`config.mk`:
```
export PLATFORM = sky130hd
export DESIGN_NAME = ascon128_aead_engine
export DESIGN_NICKNAME = d
export VERILOG_FILES = /design/src/rtl/asc_pkg.sv /design/src/rtl/asc_round.sv /design/src/rtl/ascon128_aead_engine.sv
export SDC_FILE = /design/constraint.sdc
export NUM_CORES = 2
export LEC_CHECK = 0
export CORE_MARGIN = 4
export CORE_UTILIZATION = 39
export CTS_BUF_LIST = sky130_fd_sc_hd__clkbuf_4 sky130_fd_sc_hd__clkbuf_8
export DETAILED_ROUTE_END_ITERATION = 10
export DONT_BUFFER_PORTS = 1
export SYNTH_ARGS = -nofsm -noshare
export SYNTH_HDL_FRONTEND = slang
export SYNTH_SLANG_ARGS = --single-unit
```
`constraint.sdc`:
```
create_clock -name clk -period 14.39 [get_ports clk]
set_clock_uncertainty 0.1 [all_clocks]
set_input_delay 2.1585 -clock clk [delete_from_list [all_inputs] [get_ports clk]]
set_output_delay 2.1585 -clock clk [all_outputs]
set_load 0.02 [all_outputs]
```
`src/rtl/asc_pkg.sv`:
```
// Shared types, constants and helpers for the Ascon-128 AEAD engine.
// No dependencies; imported by asc_round, ascon128_aead_engine and the testbench.
package asc_pkg;

  // five 64-bit sponge lanes, lane 0 in slot 0
  typedef logic [4:0][63:0] lanes_t;

  localparam logic [63:0] ASC_IV = 64'h80400c0600000000;

  // item kinds on the input channel
  localparam logic [1:0] KIND_START = 2'd0;
  localparam logic [1:0] KIND_AD    = 2'd1;
  localparam logic [1:0] KIND_MSG   = 2'd2;

  // result status codes
  localparam logic [1:0] STATUS_OK    = 2'd0;
  localparam logic [1:0] STATUS_SEQ   = 2'd1;
  localparam logic [1:0] STATUS_COUNT = 2'd2;

  // configuration register indexes
  localparam int unsigned  CFG_IDX_W     = 2;
  localparam logic [1:0]   CFG_KEY_HIGH  = 2'd0;
  localparam logic [1:0]   CFG_KEY_LOW   = 2'd1;

  // round counter: full permutation starts at 0, short one at 6, ends at 11
  localparam logic [3:0] RND_FIRST_A = 4'd0;
  localparam logic [3:0] RND_FIRST_B = 4'd6;
  localparam logic [3:0] RND_LAST    = 4'd11;

  localparam logic [3:0] BYTES_FULL = 4'd8;
  localparam logic [3:0] BYTES_MAXL = 4'd7;

  // round constant of round r (0..11): high nibble 15-r, low nibble r
  function automatic logic [7:0] round_const(input logic [3:0] r);
    round_const = {4'hf - r, r};
  endfunction

endpackage

```
`src/rtl/asc_round.sv`:
```
// One Ascon permutation round: constant addition, S-box layer, linear layer.
// Depends on asc_pkg (lanes_t).
module asc_round (
  input  asc_pkg::lanes_t  lanes_in,
  input  logic [7:0]       rc,
  output asc_pkg::lanes_t  lanes_out
);
  import asc_pkg::*;

  function automatic logic [63:0] rotr(input logic [63:0] x, input int unsigned n);
    rotr = (x >> n) | (x << (64 - n));
  endfunction

  logic [63:0] s0, s1, s2, s3, s4;
  logic [63:0] c0, c1, c2, c3, c4;
  logic [63:0] u0, u1, u2, u3, u4;

  // constant addition and S-box input mixing
  always_comb begin
    s0 = lanes_in[0] ^ lanes_in[4];
    s1 = lanes_in[1];
    s2 = lanes_in[2] ^ {56'd0, rc} ^ lanes_in[1];
    s3 = lanes_in[3];
    s4 = lanes_in[4] ^ lanes_in[3];
  end

  // chi-like nonlinear step
  always_comb begin
    c0 = s0 ^ (~s1 & s2);
    c1 = s1 ^ (~s2 & s3);
    c2 = s2 ^ (~s3 & s4);
    c3 = s3 ^ (~s4 & s0);
    c4 = s4 ^ (~s0 & s1);
  end

  // S-box output mixing
  always_comb begin
    u1 = c1 ^ c0;
    u0 = c0 ^ c4;
    u3 = c3 ^ c2;
    u2 = ~c2;
    u4 = c4;
  end

  // linear diffusion per lane
  always_comb begin
    lanes_out[0] = u0 ^ rotr(u0, 19) ^ rotr(u0, 28);
    lanes_out[1] = u1 ^ rotr(u1, 61) ^ rotr(u1, 39);
    lanes_out[2] = u2 ^ rotr(u2, 1)  ^ rotr(u2, 6);
    lanes_out[3] = u3 ^ rotr(u3, 10) ^ rotr(u3, 17);
    lanes_out[4] = u4 ^ rotr(u4, 7)  ^ rotr(u4, 41);
  end

endmodule

```
`src/rtl/ascon128_aead_engine.sv`:
```
// Ascon-128 AEAD engine: one round unit shared over all rounds under a small sequencer.
// An accepted item runs its rounds and a post step, then its result waits in the done state
// until the output register is free; rejected items skip the rounds. Start and AD items
// give no result. Only one item is in flight: in_stall is high from the accept until the
// item has been retired, also while its result waits for the output register.
// Synchronous active-low reset clears key, lanes, phase and control; no clearing pass.
module ascon128_aead_engine (
  input  logic                            clk,
  input  logic                            rst_n,
  // configuration write channel
  input  logic                            cfg_valid,
  output logic                            cfg_ready,
  input  logic [asc_pkg::CFG_IDX_W-1:0]   cfg_index,
  input  logic [63:0]                     cfg_data,
  // input channel
  input  logic                            in_valid,
  output logic                            in_stall,
  input  logic [1:0]                      in_kind,
  input  logic                            in_decrypt,
  input  logic [63:0]                     in_data_word,
  input  logic [3:0]                      in_byte_count,
  input  logic                            in_last,
  input  logic [63:0]                     in_extra_high,
  input  logic [63:0]                     in_extra_low,
  // result channel
  output logic                            out_valid,
  input  logic                            out_stall,
  output logic [63:0]                     out_word,
  output logic [3:0]                      out_bytes,
  output logic                            out_final_res,
  output logic [63:0]                     out_tag_high,
  output logic [63:0]                     out_tag_low,
  output logic                            out_tag_match,
  output logic [1:0]                      out_status
);
  import asc_pkg::*;

  typedef enum logic [1:0] {S_IDLE, S_RUN, S_POST, S_DONE} state_t;
  typedef enum logic [1:0] {PH_IDLE, PH_READY, PH_AD, PH_MSG} phase_t;
  typedef enum logic [1:0] {POST_NONE, POST_START, POST_ADLAST, POST_FINAL} post_t;

  // top n bytes set, n in 0..8
  function automatic logic [63:0] top_mask(input logic [3:0] n);
    logic [63:0] m;
    m = '0;
    for (int j = 0; j < 8; j++) begin
      if (4'(j) < n) m[63-8*j -: 8] = 8'hff;
    end
    return m;
  endfunction

  // 10* pad byte at position n, n in 0..7
  function automatic logic [63:0] pad_bit(input logic [3:0] n);
    logic [63:0] p;
    p = '0;
    for (int j = 0; j < 8; j++) begin
      if (4'(j) == n) p[63-8*j -: 8] = 8'h80;
    end
    return p;
  endfunction

  state_t      state_r, state_nxt;
  phase_t      phase_r, phase_nxt;
  post_t       post_r, post_nxt;
  logic        dec_mode_r, dec_mode_nxt;
  logic [3:0]  rnd_r, rnd_nxt;
  lanes_t      lanes_r, lanes_nxt;
  logic [63:0] key_hi_r, key_hi_nxt, key_lo_r, key_lo_nxt;
  logic [63:0] exp_hi_r, exp_hi_nxt, exp_lo_r, exp_lo_nxt;

  // pending result
  logic        has_res_r, has_res_nxt;
  logic [63:0] res_word_r, res_word_nxt;
  logic [3:0]  res_bytes_r, res_bytes_nxt;
  logic        res_final_r, res_final_nxt;
  logic [63:0] res_th_r, res_th_nxt, res_tl_r, res_tl_nxt;
  logic        res_match_r, res_match_nxt;
  logic [1:0]  res_status_r, res_status_nxt;

  // output register
  logic        out_valid_r, out_valid_nxt;
  logic [63:0] out_word_r, out_word_nxt;
  logic [3:0]  out_bytes_r, out_bytes_nxt;
  logic        out_final_r, out_final_nxt;
  logic [63:0] out_th_r, out_th_nxt, out_tl_r, out_tl_nxt;
  logic        out_match_r, out_match_nxt;
  logic [1:0]  out_status_r, out_status_nxt;

  lanes_t      round_out;
  logic        in_acc;
  logic        seq_err, count_err;
  logic [63:0] msk, din, x4a, th, tl;

  asc_round u_round (
    .lanes_in  (lanes_r),
    .rc        (round_const(rnd_r)),
    .lanes_out (round_out)
  );

  assign cfg_ready = 1'b1;
  assign in_stall  = (state_r != S_IDLE);
  assign in_acc    = in_valid && !in_stall;

  // item checks
  always_comb begin
    case (in_kind)
      KIND_START: seq_err = 1'b0;
      KIND_AD:    seq_err = !(phase_r == PH_READY || phase_r == PH_AD);
      KIND_MSG:   seq_err = !(phase_r == PH_READY || phase_r == PH_MSG);
      default:    seq_err = 1'b1;
    endcase
    count_err = in_last ? (in_byte_count > BYTES_MAXL) : (in_byte_count != BYTES_FULL);
    msk       = top_mask(in_byte_count);
    din       = in_data_word & msk;
    x4a       = (phase_r == PH_READY) ? (lanes_r[4] ^ 64'd1) : lanes_r[4];
    th        = lanes_r[3] ^ key_hi_r;
    tl        = lanes_r[4] ^ key_lo_r;
  end

  // sequencer and datapath next state
  always_comb begin
    state_nxt      = state_r;
    phase_nxt      = phase_r;
    post_nxt       = post_r;
    dec_mode_nxt   = dec_mode_r;
    rnd_nxt        = rnd_r;
    lanes_nxt      = lanes_r;
    key_hi_nxt     = key_hi_r;
    key_lo_nxt     = key_lo_r;
    exp_hi_nxt     = exp_hi_r;
    exp_lo_nxt     = exp_lo_r;
    has_res_nxt    = has_res_r;
    res_word_nxt   = res_word_r;
    res_bytes_nxt  = res_bytes_r;
    res_final_nxt  = res_final_r;
    res_th_nxt     = res_th_r;
    res_tl_nxt     = res_tl_r;
    res_match_nxt  = res_match_r;
    res_status_nxt = res_status_r;
    out_valid_nxt  = out_valid_r && out_stall;
    out_word_nxt   = out_word_r;
    out_bytes_nxt  = out_bytes_r;
    out_final_nxt  = out_final_r;
    out_th_nxt     = out_th_r;
    out_tl_nxt     = out_tl_r;
    out_match_nxt  = out_match_r;
    out_status_nxt = out_status_r;

    // key writes
    if (cfg_valid && cfg_ready) begin
      if (cfg_index == CFG_KEY_HIGH) key_hi_nxt = cfg_data;
      if (cfg_index == CFG_KEY_LOW)  key_lo_nxt = cfg_data;
    end

    case (state_r)
      S_IDLE: begin
        if (in_acc) begin
          has_res_nxt    = 1'b0;
          res_word_nxt   = '0;
          res_bytes_nxt  = '0;
          res_final_nxt  = 1'b0;
          res_th_nxt     = '0;
          res_tl_nxt     = '0;
          res_match_nxt  = 1'b0;
          res_status_nxt = STATUS_OK;
          post_nxt       = POST_NONE;
          if (in_kind == KIND_START) begin
            lanes_nxt    = {in_extra_low, in_extra_high, key_lo_r, key_hi_r, ASC_IV};
            dec_mode_nxt = in_decrypt;
            phase_nxt    = PH_READY;
            post_nxt     = POST_START;
            rnd_nxt      = RND_FIRST_A;
            state_nxt    = S_RUN;
          end else if (seq_err) begin
            has_res_nxt    = 1'b1;
            res_status_nxt = STATUS_SEQ;
            state_nxt      = S_DONE;
          end else if (count_err) begin
            has_res_nxt    = 1'b1;
            res_status_nxt = STATUS_COUNT;
            state_nxt      = S_DONE;
          end else if (in_kind == KIND_AD) begin
            lanes_nxt[0] = lanes_r[0] ^ din ^ (in_last ? pad_bit(in_byte_count) : 64'd0);
            phase_nxt    = in_last ? PH_MSG : PH_AD;
            post_nxt     = in_last ? POST_ADLAST : POST_NONE;
            rnd_nxt      = RND_FIRST_B;
            state_nxt    = S_RUN;
          end else begin
            // message block: absorb or replace lane 0, emit output bytes
            has_res_nxt   = 1'b1;
            res_word_nxt  = (lanes_r[0] ^ din) & msk;
            res_bytes_nxt = in_byte_count;
            lanes_nxt[4]  = x4a;
            lanes_nxt[0]  = dec_mode_r ? ((lanes_r[0] & ~msk) | din) : (lanes_r[0] ^ din);
            if (in_last) begin
              lanes_nxt[0]  = lanes_nxt[0] ^ pad_bit(in_byte_count);
              lanes_nxt[1]  = lanes_r[1] ^ key_hi_r;
              lanes_nxt[2]  = lanes_r[2] ^ key_lo_r;
              res_final_nxt = 1'b1;
              exp_hi_nxt    = in_extra_high;
              exp_lo_nxt    = in_extra_low;
              post_nxt      = POST_FINAL;
              phase_nxt     = PH_IDLE;
              rnd_nxt       = RND_FIRST_A;
            end else begin
              phase_nxt     = PH_MSG;
              rnd_nxt       = RND_FIRST_B;
            end
            state_nxt = S_RUN;
          end
        end
      end
      // one round per cycle through the shared unit
      S_RUN: begin
        lanes_nxt = round_out;
        if (rnd_r == RND_LAST) begin
          state_nxt = S_POST;
        end else begin
          rnd_nxt = rnd_r + 4'd1;
        end
      end
      // key/domain fix-up or tag extraction after the permutation
      S_POST: begin
        case (post_r)
          POST_START: begin
            lanes_nxt[3] = lanes_r[3] ^ key_hi_r;
            lanes_nxt[4] = lanes_r[4] ^ key_lo_r;
          end
          POST_ADLAST: lanes_nxt[4] = lanes_r[4] ^ 64'd1;
          POST_FINAL: begin
            res_th_nxt    = th;
            res_tl_nxt    = tl;
            res_match_nxt = dec_mode_r && (th == exp_hi_r) && (tl == exp_lo_r);
          end
          default: ;
        endcase
        state_nxt = S_DONE;
      end
      // hand the result, if any, to the output register once it is free
      S_DONE: begin
        if (!has_res_r) begin
          state_nxt = S_IDLE;
        end else if (!out_valid_r || !out_stall) begin
          out_valid_nxt  = 1'b1;
          out_word_nxt   = res_word_r;
          out_bytes_nxt  = res_bytes_r;
          out_final_nxt  = res_final_r;
          out_th_nxt     = res_th_r;
          out_tl_nxt     = res_tl_r;
          out_match_nxt  = res_match_r;
          out_status_nxt = res_status_r;
          state_nxt      = S_IDLE;
        end
      end
      default: state_nxt = S_IDLE;
    endcase
  end

  // state and registered outputs
  always_ff @(posedge clk) begin
    if (!rst_n) begin
      state_r     <= S_IDLE;
      phase_r     <= PH_IDLE;
      post_r      <= POST_NONE;
      dec_mode_r  <= 1'b0;
      rnd_r       <= '0;
      lanes_r     <= '0;
      key_hi_r    <= '0;
      key_lo_r    <= '0;
      has_res_r   <= 1'b0;
      out_valid_r <= 1'b0;
    end else begin
      state_r     <= state_nxt;
      phase_r     <= phase_nxt;
      post_r      <= post_nxt;
      dec_mode_r  <= dec_mode_nxt;
      rnd_r       <= rnd_nxt;
      lanes_r     <= lanes_nxt;
      key_hi_r    <= key_hi_nxt;
      key_lo_r    <= key_lo_nxt;
      has_res_r   <= has_res_nxt;
      out_valid_r <= out_valid_nxt;
    end
    exp_hi_r     <= exp_hi_nxt;
    exp_lo_r     <= exp_lo_nxt;
    res_word_r   <= res_word_nxt;
    res_bytes_r  <= res_bytes_nxt;
    res_final_r  <= res_final_nxt;
    res_th_r     <= res_th_nxt;
    res_tl_r     <= res_tl_nxt;
    res_match_r  <= res_match_nxt;
    res_status_r <= res_status_nxt;
    out_word_r   <= out_word_nxt;
    out_bytes_r  <= out_bytes_nxt;
    out_final_r  <= out_final_nxt;
    out_th_r     <= out_th_nxt;
    out_tl_r     <= out_tl_nxt;
    out_match_r  <= out_match_nxt;
    out_status_r <= out_status_nxt;
  end

  assign out_valid     = out_valid_r;
  assign out_word      = out_word_r;
  assign out_bytes     = out_bytes_r;
  assign out_final_res = out_final_r;
  assign out_tag_high  = out_th_r;
  assign out_tag_low   = out_tl_r;
  assign out_tag_match = out_match_r;
  assign out_status    = out_status_r;

  // round counter never runs past the last round
  a_rnd_range: assert property (@(posedge clk) disable iff (!rst_n)
    state_r == S_RUN |-> rnd_r <= RND_LAST)
    else $error("round counter out of range");

  // a start transaction launches a full permutation
  a_start_run: assert property (@(posedge clk) disable iff (!rst_n)
    in_valid && !in_stall && in_kind == KIND_START |=> state_r == S_RUN && rnd_r == RND_FIRST_A)
    else $error("start did not launch twelve rounds");

  // last round is followed by the post step
  a_run_post: assert property (@(posedge clk) disable iff (!rst_n)
    state_r == S_RUN && rnd_r == RND_LAST |=> state_r == S_POST)
    else $error("sequencer skipped post step");

  // tag match only on a final, error-free result
  a_match_final: assert property (@(posedge clk) disable iff (!rst_n)
    out_valid && out_tag_match |-> out_final_res && out_status == STATUS_OK)
    else $error("tag match outside final result");

  // a pending result is never dropped while the output is held
  a_no_overwrite: assert property (@(posedge clk) disable iff (!rst_n)
    state_r == S_DONE && has_res_r && out_valid_r && out_stall |=> state_r == S_DONE)
    else $error("result left done state while output stalled");

endmodule

```
==> impl_metrics.tcl <==
set metrics [dict create \
    status "complete, but fails checks" \
    violations "max-capacitance violations, max-slew violations" \
    rows 144 \
    grt_use_met2_pct 50.71 \
    avgSynthCellArea_um2 10.63 \
    wl_per_cell_um 37.36 \
    die_h_um 402.8 \
    root_buffer "clkbuf_8" \
    synth_area_um2 60790 \
    final-setup-viol-count 0 \
    post_cts_buffers 0 \
    final_util_pct 43.39 \
    crit_required_ps 14920 \
    grt_pass1_vias 44060 \
    place_ws_ps 8271 \
    grt-ovfl-total 0 \
    drt_first_pass_iters 6 \
    cts_tree "yes" \
    grt.met3_usage_pct 13.98 \
    synthFlopType "edfxtp_1" \
    grt_pass1_wl_um 389500 \
    cap_viol_max_count 1 \
    final_cell_mix "xnor2_1 (635), nand2_1 (571), edfxtp_1 (528)" \
    worst_setup_path_end_kind "flop" \
    cts_sinks 989 \
    track_usage_pct 35.11 \
    num_vias 48130 \
    worstSetupStartpointType "primary input" \
    cts_resized 0 \
    crit_path_max_fanout 58 \
    grt_max_degree 162 \
    area_growth_syn_to_layout_pct 10.21 \
    ant_nets 0 \
    initial_utilization_pct 39.37 \
    gr-max-usage-layer "met2" \
    cts_buffers 182 \
    hold_class "flop to flop" \
    final_common_cell "xnor2_1" \
    cts_hold_buf 0 \
    nets 6027 \
    ys_ff_latch 989 \
    rsz0062_at_grt "no" \
    synth_async_sr_flop_share_pct 0 \
    period_needed_ps 5224 \
    synth-edff-count 528 \
    antenna_found_initial 50 \
    drc 0 \
    coreArea_um2 154400 \
    die_area_um2 162200 \
    h-tree-depth 4 \
    layout_worst_path_cycle_share_pct 36.30 \
    gr-usage-met1_pct 44.02 \
    whs_ps 297.9 \
    finalWirelength_um 294200 \
    path_clk_slew_ps 60 \
    viasPerCell 6.113 \
    fmax_mhz 191.4 \
    clock_latency_ps 1040 \
    setup_ws_ps 9166 \
    drv_slew 4 \
    n_fill_cell 14470 \
    synth.yosys.seq_area_share_pct 41.27 \
    dp_hpwl_um 226200 \
    hold_viol_final 0 \
    setup_tns_ps 0 \
    synth_cell_types 83 \
    drtIter0Drc 6787 \
    arrival_ps 5760 \
    cts_buffer_depth 3 \
    drive_above_1_share_pct 11.22 \
    yosys_warnings 0 \
    relSlewSlack_pct -4.163 \
    die_x_um 402.8 \
    gp_congestion 1.065 \
    io_buffers 0 \
    tightest_slew_ps 1551 \
    synth_cells 5716 \
    critPathKind "primary input to flop" \
    r2r_slack_ps 9870 \
    synth_nets 6124 \
    io_pins 474 \
]
[path summary, 6_finish.rpt]
check / start / depth (start not counted) / to
worst max register to register: phase_r[1] / 8 / exp_lo_r[23]
worst min-delay path: res_word_r[1] / 0 / out_word[1]
worst max-delay path: in_last / 7 / exp_lo_r[23]
worst min register to register: res_word_r[1] / 0 / out_word[1]
[worst max-delay path: stages]
cell and delay, ps:
nor4_1 350, a21oi_1 210, nor2_1 370, and3_1 280
and2_4 480, buf_4 930, buf_4 740
[layout make-up]
cell class,count,area (um2),share of cell area [%]
Tap cell,2044,2557,3.818
Timing Repair Buffer,108,835.8,1.248
Sequential cell,989,25080,37.44
Multi-Input combinational cell,4109,33370,49.81
Antenna cell,54,135.1,0.2017
Clock inverter,79,879.6,1.313
Clock buffer,262,3256,4.860
Inverter,229,873.3,1.304
[synth_stat cells, types with 14 or more instances]
cell type  instances  area share, %
a31oi_1           18           0.19
nor4_1            19           0.20
nor2_1           331            2.0
nand3_1           25           0.21
a2111oi_1         42           0.69
ha_1             137            2.8
nor3_1            76           0.63
clkbuf_1         234            1.4
edfxtp_1         528             26
xor2_2            15           0.40
xnor2_1          643            9.3
dfxtp_1          461             15
a2111oi_0         72            1.0
a2bb2oi_1         73            1.1
a221oi_1         135            1.9
a211oi_1         176            2.2
xor2_1           208            3.0
inv_1            225            1.4
o22ai_1           15           0.15
and2_1           120            1.2
buf_2            113           0.93
nand2_1          572            3.5
a21oi_1          446            3.7
maj3_1            14           0.23
a32o_1            21           0.35
nor2b_1           23           0.24
xnor3_1          260            9.6
mux2i_1           65            1.1
xnor2_2          132            3.5
o21ai_0          293            2.4
a2111oi_2         15           0.37
nand4_1           16           0.16
buf_1             15          0.093
[cells by family (layout without fill, tap and decap cells)]
group                      count (synthesis)  after routing  share of synthesized area [%]
AOI/OAI and AO/OA                       1387           1387                          15.19
adders and majority gates                159            159                          3.199
DFF                                      989            989                          41.27
and+or+nand+nor                         1225           1225                          8.715
buffers and inverters                    618            678                          4.195
muxes                                     66             66                          1.089
xor gates and xnor gates                1271           1271                          26.34
other                                      1             55                       0.006169
[metrics by stage]
stage	instance area, um2	cells
3_3_place_gp	62720	7479
2_1_floorplan	60790	5716
6_report	66990	7874
3_5_place_dp	62720	7479
4_1_cts	66860	7820
5_1_grt	66890	7835
[per-layer routing]
layer | share of wire (%) | up-vias
met2 | 41 | 3337
met3 | 13 | 768
li1 | - | 20260
met4 | 7.4 | 22
met5 | 0.063 | -
met1 | 38 | 23750
[state kept, by name, summed over array words and instances, names as in the netlist, 4 cells and up]
register / count
key_lo_r: 64
res_word_r: 64
out_tag_high: 64
out_bytes: 4
rnd_r: 4
key_hi_r: 64
out_word: 64
lanes_r: 320
res_th_r: 64
exp_lo_r: 64
res_bytes_r: 4
exp_hi_r: 64
res_tl_r: 64
out_tag_low: 64
Power is left out: the tool's default activity adds up to more than one toggle a clock period on the data nets, which glitch-free logic cannot reach.
